===== config.mk =====
export PLATFORM = sky130hd
export DESIGN_NAME = integer_literal_parser
export DESIGN_NICKNAME = d
export VERILOG_FILES = /design/src/rtl/core/ilp_pkg.sv /design/src/rtl/core/integer_literal_parser.sv /design/src/rtl/core/ilp_char_decode.sv /design/src/rtl/core/ilp_accum.sv
export SDC_FILE = /design/constraint.sdc
export NUM_CORES = 1
export LEC_CHECK = 0
export BUFFER_PORTS_ARGS = -buffer_cell sky130_fd_sc_hd__buf_2
export CAP_MARGIN = 20
export CORE_ASPECT_RATIO = 1.2
export CORE_MARGIN = 2
export CORE_UTILIZATION = 45
export DETAILED_ROUTE_END_ITERATION = 10
export PLACE_DENSITY = 0.63
export SYNTH_ARGS = -nofsm -noshare
export SYNTH_HDL_FRONTEND = slang
export SYNTH_SLANG_ARGS = --single-unit

===== constraint.sdc =====
create_clock -name clk -period 9.8 [get_ports clk]
set_input_delay 1.47 -clock clk [delete_from_list [all_inputs] [get_ports clk]]
set_output_delay 1.47 -clock clk [all_outputs]
set_load 0.01 [all_outputs]

===== src/rtl/core/ilp_pkg.sv =====
// Shared types and character constants for the integer literal parser.
package ilp_pkg;

    localparam int unsigned CHAR_W  = 8;
    localparam int unsigned VALUE_W = 64;
    localparam int unsigned KIND_W  = 2;
    localparam int unsigned POS_W   = 2;

    localparam logic [CHAR_W-1:0] CH_LOWER_X = 8'h78;
    localparam logic [CHAR_W-1:0] CH_UPPER_X = 8'h58;
    localparam logic [CHAR_W-1:0] CH_LOWER_B = 8'h62;
    localparam logic [CHAR_W-1:0] CH_UPPER_B = 8'h42;
    localparam logic [CHAR_W-1:0] CH_ZERO    = 8'h30;
    localparam logic [CHAR_W-1:0] CH_ONE     = 8'h31;
    localparam logic [CHAR_W-1:0] CH_NINE    = 8'h39;
    localparam logic [CHAR_W-1:0] CH_LOWER_A = 8'h61;
    localparam logic [CHAR_W-1:0] CH_LOWER_F = 8'h66;
    localparam logic [CHAR_W-1:0] CH_UPPER_A = 8'h41;
    localparam logic [CHAR_W-1:0] CH_UPPER_F = 8'h46;
    localparam logic [CHAR_W-1:0] CH_MINUS   = 8'h2d;
    localparam logic [CHAR_W-1:0] CH_PLUS    = 8'h2b;

    // character index, saturating at the third character
    localparam logic [POS_W-1:0] POS_FIRST  = 2'd0;
    localparam logic [POS_W-1:0] POS_SECOND = 2'd1;
    localparam logic [POS_W-1:0] POS_REST   = 2'd2;

    typedef enum logic [KIND_W-1:0] {
        KIND_DEC = 2'd0,
        KIND_HEX = 2'd1,
        KIND_BIN = 2'd2
    } format_kind_t;

    typedef struct packed {
        logic [3:0] dec_digit;
        logic       dec_legal;
        logic [3:0] hex_nibble;
        logic       hex_legal;
        logic       bin_bit;
        logic       bin_legal;
        logic       is_sign;
    } char_class_t;

    typedef struct packed {
        logic [VALUE_W-1:0] value;
        logic               well_formed;
        format_kind_t       format_kind;
    } result_t;

endpackage


===== src/rtl/core/integer_literal_parser.sv =====
// Top level: input register, literal accumulator and result register.
// Path: a literal's last character word goes through the input register, then its
//   result is loaded into the result register.
// Throughput: one character word per cycle unless a last word waits for the output
//   slot; a single shift-add per word, so the input side never idles while the output flows.
// A result waiting in the output register stalls only a following last character.
// Reset (rst_n, async, active low) empties both registers and clears the literal state.
module integer_literal_parser (
    input  logic                        clk,
    input  logic                        rst_n,
    input  logic                        s_tvalid,
    output logic                        s_tready,
    input  logic [ilp_pkg::CHAR_W-1:0]  s_tdata,  // [7:0] char_code
    input  logic                        s_tlast,  // last_char
    output logic                        m_tvalid,
    input  logic                        m_tready,
    output logic [ilp_pkg::VALUE_W-1:0] m_tdata,  // [63:0] value
    output logic [2:0]                  m_tuser   // [0] well_formed, [2:1] format_kind
);
    import ilp_pkg::*;

    logic              s1_valid_reg;
    logic [CHAR_W-1:0] s1_char_reg;
    logic              s1_last_reg;
    logic              m_valid_reg;
    result_t           m_res_reg;

    logic              out_free;
    logic              step;
    char_class_t       cls;
    result_t           res;

    assign out_free = !m_valid_reg || m_tready;
    // a non-last word never needs the output slot
    assign step     = s1_valid_reg && (!s1_last_reg || out_free);
    assign s_tready = !s1_valid_reg || step;

    ilp_char_decode u_decode (
        .char_code (s1_char_reg),
        .cls       (cls)
    );

    ilp_accum u_accum (
        .clk       (clk),
        .rst_n     (rst_n),
        .step      (step),
        .char_code (s1_char_reg),
        .last_char (s1_last_reg),
        .cls       (cls),
        .res       (res)
    );

    always_ff @(posedge clk or negedge rst_n)
    begin
        if (!rst_n)
        begin
            s1_valid_reg <= 1'b0;
            m_valid_reg  <= 1'b0;
        end
        else
        begin
            if (s_tready)
            begin
                s1_valid_reg <= s_tvalid;
            end
            if (step && s1_last_reg)
            begin
                m_valid_reg <= 1'b1;
            end
            else if (m_tready)
            begin
                m_valid_reg <= 1'b0;
            end
        end
    end

    always_ff @(posedge clk)
    begin
        if (s_tready && s_tvalid)
        begin
            s1_char_reg <= s_tdata;
            s1_last_reg <= s_tlast;
        end
        if (step && s1_last_reg)
        begin
            m_res_reg <= res;
        end
    end

    assign m_tvalid = m_valid_reg;
    assign m_tdata  = m_res_reg.value;
    assign m_tuser  = {m_res_reg.format_kind, m_res_reg.well_formed};

`ifndef ASSERT_OFF
    a_ready_when_empty : assert property (@(posedge clk) disable iff (!rst_n)
        !s1_valid_reg |-> s_tready)
        else $error("input stage empty but not ready");

    a_last_loads_output : assert property (@(posedge clk) disable iff (!rst_n)
        (step && s1_last_reg) |=> m_tvalid)
        else $error("last character did not produce a result");

    a_stall_holds_last : assert property (@(posedge clk) disable iff (!rst_n)
        (m_tvalid && !m_tready && s1_valid_reg && s1_last_reg) |-> !s_tready)
        else $error("last character advanced while output stalled");
`endif

endmodule


===== src/rtl/core/ilp_char_decode.sv =====
// Character classifier: digit values and legality for each number format.
module ilp_char_decode (
    input  logic [ilp_pkg::CHAR_W-1:0] char_code,
    output ilp_pkg::char_class_t       cls
);
    import ilp_pkg::*;

    logic is_dec;
    logic is_lower;
    logic is_upper;
    logic [CHAR_W-1:0] off_dec;
    logic [CHAR_W-1:0] off_lower;
    logic [CHAR_W-1:0] off_upper;

    always_comb
    begin
        is_dec    = (char_code >= CH_ZERO) && (char_code <= CH_NINE);
        is_lower  = (char_code >= CH_LOWER_A) && (char_code <= CH_LOWER_F);
        is_upper  = (char_code >= CH_UPPER_A) && (char_code <= CH_UPPER_F);
        off_dec   = char_code - CH_ZERO;
        off_lower = char_code - CH_LOWER_A + 8'd10;
        off_upper = char_code - CH_UPPER_A + 8'd10;

        cls.dec_digit = is_dec ? off_dec[3:0] : 4'd0;
        cls.dec_legal = is_dec;
        if (is_dec)
        begin
            cls.hex_nibble = off_dec[3:0];
        end
        else if (is_lower)
        begin
            cls.hex_nibble = off_lower[3:0];
        end
        else if (is_upper)
        begin
            cls.hex_nibble = off_upper[3:0];
        end
        else
        begin
            cls.hex_nibble = 4'd0;
        end
        cls.hex_legal = is_dec || is_lower || is_upper;
        // anything but '0' shifts in a one
        cls.bin_bit   = (char_code != CH_ZERO);
        cls.bin_legal = (char_code == CH_ZERO) || (char_code == CH_ONE);
        cls.is_sign   = (char_code == CH_PLUS) || (char_code == CH_MINUS);
    end

endmodule


===== src/rtl/core/ilp_accum.sv =====
// Literal state and the four accumulators; forms the result for the current word.
module ilp_accum (
    input  logic                       clk,
    input  logic                       rst_n,
    input  logic                       step,
    input  logic [ilp_pkg::CHAR_W-1:0] char_code,
    input  logic                       last_char,
    input  ilp_pkg::char_class_t       cls,
    output ilp_pkg::result_t           res
);
    import ilp_pkg::*;

    logic [POS_W-1:0]   pos_reg,    pos_next;
    logic [CHAR_W-1:0]  first_reg,  first_next;
    logic [CHAR_W-1:0]  second_reg, second_next;
    logic [VALUE_W-1:0] dec_reg,    dec_next;
    logic [VALUE_W-1:0] neg_reg,    neg_next;
    logic [VALUE_W-1:0] hex_reg,    hex_next;
    logic [VALUE_W-1:0] bin_reg,    bin_next;
    logic               dec_ok_reg, dec_ok_next;
    logic               hex_ok_reg, hex_ok_next;
    logic               bin_ok_reg, bin_ok_next;

    logic               at_first;
    logic               long_lit;
    logic               add_dec;
    logic [VALUE_W-1:0] digit_ext;
    logic [CHAR_W-1:0]  first_cur;
    logic               zero_prefix;

    always_comb
    begin
        at_first  = (pos_reg == POS_FIRST);
        long_lit  = (pos_reg == POS_REST);
        add_dec   = !(at_first && cls.is_sign);
        digit_ext = {{(VALUE_W-4){1'b0}}, cls.dec_digit};
        first_cur = at_first ? char_code : first_reg;

        // neg_reg tracks the negated decimal sum so a '-' needs no extra add
        dec_next    = dec_reg;
        neg_next    = neg_reg;
        dec_ok_next = dec_ok_reg;
        if (add_dec)
        begin
            dec_next    = (dec_reg << 3) + (dec_reg << 1) + digit_ext;
            neg_next    = (neg_reg << 3) + (neg_reg << 1) - digit_ext;
            dec_ok_next = dec_ok_reg && cls.dec_legal;
        end

        hex_next    = hex_reg;
        bin_next    = bin_reg;
        hex_ok_next = hex_ok_reg;
        bin_ok_next = bin_ok_reg;
        if (long_lit)
        begin
            hex_next    = {hex_reg[VALUE_W-5:0], cls.hex_nibble};
            bin_next    = {bin_reg[VALUE_W-2:0], cls.bin_bit};
            hex_ok_next = hex_ok_reg && cls.hex_legal;
            bin_ok_next = bin_ok_reg && cls.bin_legal;
        end

        first_next  = first_cur;
        second_next = (pos_reg == POS_SECOND) ? char_code : second_reg;
        pos_next    = long_lit ? POS_REST : pos_reg + 2'd1;

        zero_prefix = (first_cur == CH_ZERO);
        if (long_lit && ((second_reg == CH_LOWER_X) || (second_reg == CH_UPPER_X)))
        begin
            res.format_kind = KIND_HEX;
            res.well_formed = zero_prefix && hex_ok_next;
            res.value       = zero_prefix ? hex_next : '0;
        end
        else if (long_lit && ((second_reg == CH_LOWER_B) || (second_reg == CH_UPPER_B)))
        begin
            res.format_kind = KIND_BIN;
            res.well_formed = zero_prefix && bin_ok_next;
            res.value       = zero_prefix ? bin_next : '0;
        end
        else
        begin
            res.format_kind = KIND_DEC;
            res.well_formed = dec_ok_next;
            res.value       = (first_cur == CH_MINUS) ? neg_next : dec_next;
        end
    end

    always_ff @(posedge clk or negedge rst_n)
    begin
        if (!rst_n)
        begin
            pos_reg    <= POS_FIRST;
            first_reg  <= '0;
            second_reg <= '0;
            dec_reg    <= '0;
            neg_reg    <= '0;
            hex_reg    <= '0;
            bin_reg    <= '0;
            dec_ok_reg <= 1'b1;
            hex_ok_reg <= 1'b1;
            bin_ok_reg <= 1'b1;
        end
        else if (step)
        begin
            if (last_char)
            begin
                pos_reg    <= POS_FIRST;
                first_reg  <= '0;
                second_reg <= '0;
                dec_reg    <= '0;
                neg_reg    <= '0;
                hex_reg    <= '0;
                bin_reg    <= '0;
                dec_ok_reg <= 1'b1;
                hex_ok_reg <= 1'b1;
                bin_ok_reg <= 1'b1;
            end
            else
            begin
                pos_reg    <= pos_next;
                first_reg  <= first_next;
                second_reg <= second_next;
                dec_reg    <= dec_next;
                neg_reg    <= neg_next;
                hex_reg    <= hex_next;
                bin_reg    <= bin_next;
                dec_ok_reg <= dec_ok_next;
                hex_ok_reg <= hex_ok_next;
                bin_ok_reg <= bin_ok_next;
            end
        end
    end

endmodule


==> results of run 1 <==
synthesized netlist by cell type (all sizes together) (8+ instances only):
cell      n
o22a     21
and3     16
a22o     98
o21a     25
or2      11
a21o     83
ha      252
nor2    156
a21oi   351
o22ai    45
o31ai    20
o21bai   25
nand2   359
or3      23
a31oi    46
nand3    66
nand4    50
a211oi   28
dfrtp   275
clkbuf  194
a22oi    18
a211o     8
xnor2    61
o211ai   35
edfxtp   76
o221ai   14
nor4      8
buf      25
and2     29
o21ai   304
xor2     47
nor3     47
a21boi   10
nor2b    91
inv     228
nand2b    8
mux2i    78
a311oi    9
power groups by stage:
stage                     clock, W  combinational, W  sequential, W
final                      0.00174           0.00664        0.00210
after global routing       0.00182           0.00727        0.00212
after CTS                  0.00176           0.00648        0.00208
after detailed placement         0           0.00645        0.00211
after global placement           0           0.00639        0.00210
after floorplan                  0           0.00467        0.00203
path summary, 6_finish.rpt:
| path | start | endpoint | slack [ns] | cells after the start |
|---|---|---|---|---|
| setup reg to reg | s1_char_reg[1]$_DFFE_PP_ | m_tdata[52]$_DFFE_PP_ | 3.59 | 17 |
| hold / removal | u_accum.neg_reg[47]$_DFFE_PN0P_ | u_accum.neg_reg[47]$_DFFE_PN0P_ | 0.48 | 2 |
| min in group asynchronous | rst_n | u_accum.hex_reg[11]$_DFFE_PN0P_ | 0.87 | 1 |
| setup / recovery | s1_char_reg[1]$_DFFE_PP_ | m_tdata[52]$_DFFE_PP_ | 3.59 | 17 |
| max in group asynchronous | rst_n | u_accum.hex_reg[41]$_DFFE_PN0P_ | 7.52 | 2 |
| hold reg to reg | u_accum.neg_reg[47]$_DFFE_PN0P_ | u_accum.neg_reg[47]$_DFFE_PN0P_ | 0.48 | 2 |
cell type report:
| class | count | area [um^2] | area share [%] |
|---|---|---|---|
| antenna | 1 | 2.50 | 0.00828 |
| clock buffer | 60 | 1230 | 4.08 |
| clock inverter | 20 | 264 | 0.873 |
| inverter | 228 | 857 | 2.83 |
| multi-input combinational | 2537 | 16900 | 56.0 |
| sequential | 354 | 9240 | 30.6 |
| tap | 808 | 1010 | 3.34 |
| timing repair buffer | 113 | 693 | 2.29 |
worst max-delay path, cell delays in order (launching register included):
cell,delay (ns)
edfxtp_1,0.54
inv_1,0.17
ha_1,0.24
o21bai_1,0.08
a21oi_1,0.57
nand2_1,0.24
fa_1,0.47
ha_1,0.36
nand3_1,0.12
a21oi_1,0.26
o2111ai_1,0.22
a2111o_1,0.47
a211oi_1,0.52
o2111ai_1,0.35
and3_1,0.34
xnor2_1,0.17
a211oi_1,0.64
o31ai_1,0.16
cells by family (layout without fill, tap and decap cells):
group | Yosys count | after routing | share of synthesized area [%]
buf+inv | 447 | 421 | 6.05
fa+ha+maj | 256 | 256 | 11.6
flops | 354 | 354 | 33.3
simple gates | 889 | 889 | 15.1
compound gates | 1204 | 1204 | 27.6
mux | 80 | 80 | 2.89
xor+xnor | 108 | 108 | 3.41
other cells | 0 | 1 | 0
metrics by stage:
stage	hold slack (ns)	utilization (%)	std cells
floorplan	0.442	-	3338
global placement	0.457	47.1	4039
detailed placement	0.469	47.1	4039
CTS	0.477	49.6	4119
global route	0.506	49.6	4120
finish	0.479	49.6	4121
per-layer routing:
metal  routed length (um)  share of wire [%]
met4                 2620                2.7
met5                    0                  0
met2                42100                 44
met3                 7310                7.6
met1                44100                 46
==> flow_metrics.tcl, run 1 <==
set metrics [dict create \
    start_util_pct 45.6 \
    worst_pin_slew_ns 1.21 \
    clockRootBuffer "clkbuf_16" \
    maxCapViolations 0 \
    antenna_found_initial 3 \
    finalHoldViolations 0 \
    hpwl_um 69100 \
    clkSinkCount 354 \
    fin_worst_skew_ns 0.0297 \
    p_sw_share_pct 50.1 \
    dieHeight_um 276 \
    die_width_um 231 \
    grt_pass1_vias 24891 \
    required_ns 10.11 \
    hold_class "register to register" \
    status "finished clean" \
    fin_area_mm2 0.0302 \
    grt-ovfl-total 0 \
    syn-cell-area_mm2 0.0278 \
    clk_path_buf_depth 3 \
    io_pins 82 \
    synthTopCellsByArea "dfrtp_1 (25%), ha_1 (11%), edfxtp_1 (8.2%)" \
    avgViaCountPerCell 6.27 \
    grtUsageMet3_pct 4.12 \
    grt.met2_usage_pct 45.0 \
    final_layout_size_suffix_gt1_share_pct 6.88 \
    rows 99 \
    clkTransAtPathRegs_ns 0.06 \
    comb_power_share_pct 63.4 \
    p_int_w 0.00523 \
    critical_path_class "register to register" \
    maxSlewViolCount 0 \
    worstPathArrival_ns 6.52 \
    grt.busiest_layer "met2" \
    yosysUniqueCellTypes 81 \
    netSwitchingPower_w 0.00525 \
    cts_max_level 2 \
    fin_crit_sh_pct 63.3 \
    rsz0062_at_grt "no" \
    avgSynthCellArea_um2 8.32 \
    cts_inserted_buffers 43 \
    synth_top_area_share_pct 24.8 \
    finalPower_w 0.0105 \
    grt_use_total_pct 29.5 \
    final_cell_mix "nand2_1 (358), a21oi_1 (351), o21ai_0 (295), dfrtp_1 (275), ha_1 (251)" \
    synth_edf_count 76 \
    cts_tree "built" \
    coreArea_mm2 0.0609 \
    place_ws_ns 3.83 \
    grt_max_degree 135 \
    drt-pass1-iter-count 6 \
    seqPwrFrac_pct 20.0 \
    max-slew-margin-rel_pct 18.1 \
    initialDrtViolationCount 2854 \
    io_buffers 81 \
    end_kind "register" \
    gp_congestion 0.963 \
    die_area_mm2 0.0637 \
    post_dp_cell_area_mm2 0.0287 \
    route.detailed.drc 0 \
    fmax_mhz 161 \
    syn_inst 3338 \
    post_drt_wl_per_cell_um 23.3 \
    layout_setup_ws_ns 3.59 \
    seq_area_frac_synth_pct 33.3 \
    finalSetupViolCount 0 \
    hold_buffers 0 \
    fin_crit_ns 6.21 \
    cts_resized 0 \
    vias 25830 \
    leakagePower_nw 13.5 \
    drtAntennaViolNets 0 \
    area_growth_pct 8.90 \
    vdd_drop_max_mv 0.165 \
    grt_pass1_wl_um 148000 \
    ys_warn_count 0 \
    synth_fp_nets 3607 \
    critical_path_peak_fanout 9 \
    yosysTopAreaCell "dfrtp_1" \
    ys_async_sr_fraction_pct 78.5 \
    ys_ff_latch 354 \
    tns_ns 0 \
    fillCellCount 5882 \
    p_clk_share_pct 16.6 \
    grt.met1_usage_pct 43.3 \
    cts_setup_buffers 0 \
    synth_flop_cell "dfrtp_1" \
    mostFrequentLayoutCell "nand2_1" \
    power_density_mw_per_mm2 347 \
    nets 3546 \
    drt-total-wl_um 96200 \
    cp-start-kind "register" \
    clock_latency_ns 0.61 \
]
Power figures use the tool's default switching activity.
==> run 2, diff against run 1 <==
--- a/config.mk
+++ b/config.mk
@@ -5,13 +5,14 @@
 export SDC_FILE = /design/constraint.sdc
 export NUM_CORES = 1
 export LEC_CHECK = 0
+export ABC_AREA = 1
 export BUFFER_PORTS_ARGS = -buffer_cell sky130_fd_sc_hd__buf_2
 export CAP_MARGIN = 20
 export CORE_ASPECT_RATIO = 1.2
 export CORE_MARGIN = 2
 export CORE_UTILIZATION = 45
 export DETAILED_ROUTE_END_ITERATION = 10
-export PLACE_DENSITY = 0.63
+export PLACE_DENSITY = 0.65
 export SYNTH_ARGS = -nofsm -noshare
 export SYNTH_HDL_FRONTEND = slang
 export SYNTH_SLANG_ARGS = --single-unit
==> constraint.sdc (replaced) <==
create_clock -name clk -period 5.64 [get_ports clk]
set_input_delay 0.846 -clock clk [delete_from_list [all_inputs] [get_ports clk]]
set_output_delay 0.846 -clock clk [all_outputs]
set_load 0.01 [all_outputs]
==> run 2 against run 1 <==
Core utilization is 0.35 points lower. Sequential power grew 79%. Combinational power grew 120%. Via count rose by 23%. Count of clock-buffer cells in the layout stayed put. Total power is 100% higher. Clock power rose by 64%. Non-clock buffer count increased by 1. Wire length grew 19%. Hold slack got worse by 0.27 ns. Largest cell class unchanged. Highest routed layer is now met5.
==> flow_metrics.tcl, run 2 <==
set metrics [dict create \
    status "finished clean" \
    nets 5314 \
    drt-total-wl_um 115000 \
    post_drt_wl_per_cell_um 19.1 \
    critical_path_peak_fanout 6 \
    critical_path_class "register to register" \
    avgViaCountPerCell 5.30 \
    clockRootBuffer "clkbuf_16" \
    clkTransAtPathRegs_ns 0.06 \
    drt-pass1-iter-count 6 \
    required_ns 6.00 \
    post_dp_cell_area_mm2 0.0323 \
    fmax_mhz 212 \
    fillCellCount 7200 \
    grt_max_degree 121 \
    cp-start-kind "register" \
    cts_tree "built" \
    seqCellArea_mm2 0.00924 \
    cts_inserted_buffers 44 \
    start_util_pct 45.5 \
    ys_async_sr_fraction_pct 78.5 \
    grt.busiest_layer "met2" \
    grtUsageMet3_pct 2.86 \
    hpwl_um 88800 \
    ys_warn_count 0 \
    io_pins 82 \
    grt.met2_usage_pct 52.1 \
    place_inst 5908 \
    final_cells 5990 \
    initialDrtViolationCount 2858 \
    clk_path_buf_depth 3 \
    synthTopCellsByArea "nand2_1 (23%), dfrtp_1 (22%), inv_1 (12%)" \
    tns_ns 0 \
    fin_util_pct 49.3 \
    finalHoldViolations 0 \
    die_area_mm2 0.0713 \
    synth.most_common_cell "nand2_1" \
    ys_ff_latch 354 \
    timing.rr.start "s1_char_reg[1]$_DFFE_PP_" \
    io_buffers 81 \
    fin_crit_ns 4.71 \
    vdd_drop_max_mv 0.292 \
    multi_input_area_mm2 0.0175 \
    rsz0062_at_grt "no" \
    syn-cell-area_mm2 0.0311 \
    syn_inst 5041 \
    drtAntennaViolNets 0 \
    grt.met1_usage_pct 42.3 \
    grt_pass1_wl_um 175000 \
    rows 105 \
    finalSetupViolCount 0 \
    route.detailed.drc 0 \
    max-slew-margin-rel_pct 25.4 \
    clkSinkCount 354 \
    fin_crit_sh_pct 83.6 \
    final_layout_size_suffix_gt1_share_pct 4.11 \
    worst_pin_slew_ns 1.12 \
    reg2reg_depth 26 \
    die_width_um 244 \
    hold_class "input port to asynchronous set/reset pin" \
    final_cell_mix "nand2_1 (1868), inv_1 (980), o21ai_0 (430), nand3_1 (290), dfrtp_1 (275)" \
    worstPathArrival_ns 5.07 \
    leakagePower_nw 18.8 \
    r2r_end "m_tdata[62]$_DFFE_PP_" \
    dieHeight_um 292 \
    antenna_found_initial 1 \
    seq_area_frac_synth_pct 29.7 \
    mostFrequentLayoutCell "nand2_1" \
    maxSlewViolCount 0 \
    gp_congestion 1.03 \
    hold_buffers 0 \
    cts_max_level 2 \
    area_growth_pct 8.36 \
    synth_edf_count 76 \
    end_kind "register" \
    yosysTopAreaCell "nand2_1" \
    rrSetupSlack_ns 0.93 \
    avgSynthCellArea_um2 6.17 \
    fin_worst_skew_ns 0.0222 \
    coreArea_mm2 0.0684 \
    clock_latency_ns 0.61 \
    grt-ovfl-total 0 \
    cts_setup_buffers 0 \
    fin_area_mm2 0.0337 \
    diodes 0 \
    grt_pass1_vias 29731 \
    synth_flop_cell "dfrtp_1" \
    finalPower_w 0.0212 \
    yosysUniqueCellTypes 40 \
    vias 31742 \
    synth_top_area_share_pct 22.6 \
    synth_fp_nets 5310 \
    synthTopCellsByCount "nand2_1 (1870), inv_1 (982), o21ai_0 (430), nand3_1 (290), dfrtp_1 (275)" \
    maxCapViolations 0 \
    grt_use_total_pct 31.8 \
    power_density_mw_per_mm2 629 \
    cts_resized 0 \
]
run 2: cell count changes after synthesis, sizes merged, moves of 78 or more:
cell,previous run,this run
o21ai,304,471
nor2b,91,0
mux2i,78,0
clkbuf,194,98
nand2,359,1870
nand3,66,290
a21oi,351,157
nor2,156,251
a22o,98,1
inv,228,987
run 2: final cells by class:
cell class	count	area share [%]
clock buffers	60	3.47
clock inverters	22	0.679
inverters	987	11.0
multi-input cells	3544	52.0
flip-flops and latches	354	27.4
well taps	909	3.37
repair buffers	114	2.08
run 2: power by group:
group / switching (W) / total (W) / internal, W / leakage, nW
Sequential: 0.000463 / 0.00376 / 0.00330 / 4.50
Clock: 0.00127 / 0.00285 / 0.00157 / 0.671
Combinational: 0.0101 / 0.0146 / 0.00444 / 13.7
run 2: metal layers:
| layer | up-vias | routed length (um) | share of wire (%) |
|---|---|---|---|
| met5 | - | 11 | 0.0096 |
| met4 | 2 | 6220 | 5.4 |
| met3 | 228 | 7050 | 6.1 |
| met2 | 1129 | 52600 | 46 |
| met1 | 14629 | 48800 | 43 |
| li1 | 15754 | - | - |
run 2: stage by stage:
| step | worst slack [ns] | hold WS (ns) |
|---|---|---|
| 4_1_cts | 0.985 | 0.267 |
| 2_1_floorplan | 2.01 | 0.448 |
| 6_report | 0.927 | 0.211 |
| 3_3_place_gp | 1.04 | 0.461 |
| 3_5_place_dp | 0.997 | 0.467 |
| 5_1_grt | 0.535 | 0.293 |
run 2: cell families after synthesis:
| family | count (synthesis) | synth area share [%] |
|---|---|---|
| AOI/OAI and AO/OA | 769 | 13.2 |
| adders and majority gates | 256 | 10.4 |
| and+or+nand+nor | 2504 | 32.1 |
| xor gates and xnor gates | 15 | 0.422 |
| DFF | 354 | 29.7 |
| buffers and inverters | 1143 | 14.1 |
run 2: worst max-delay path by stage:
stage                                  endpoint                      from
after global placement    m_tdata[42]$_DFFE_PP_  s1_char_reg[0]$_DFFE_PP_
final                     m_tdata[62]$_DFFE_PP_  s1_char_reg[1]$_DFFE_PP_
after floorplan           m_tdata[48]$_DFFE_PP_  s1_char_reg[0]$_DFFE_PP_
after detailed placement  m_tdata[62]$_DFFE_PP_  s1_char_reg[1]$_DFFE_PP_
after global routing      m_tdata[61]$_DFFE_PP_  s1_char_reg[6]$_DFFE_PP_
after CTS                 m_tdata[62]$_DFFE_PP_  s1_char_reg[0]$_DFFE_PP_
run 2: worst max-delay path, stage by stage, from the launching register on:
cell	delay, ns
edfxtp_1	0.41
inv_1	0.20
ha_1	0.21
a21oi_1	0.06
o21ai_0	0.15
o21a_1	0.24
nand2_1	0.19
fa_1	0.52
fa_1	0.49
inv_1	0.10
nand3_1	0.06
nand2_1	0.17
nand2_1	0.07
nand2_1	0.17
nand2_1	0.07
nand2_1	0.17
nand2_1	0.10
nand2_1	0.11
nand2_1	0.07
nand2_1	0.07
nand2_1	0.05
nand3_1	0.08
nand3_1	0.22
nand3_1	0.28
nand2_1	0.07
nand2_1	0.06
nand2_1	0.07
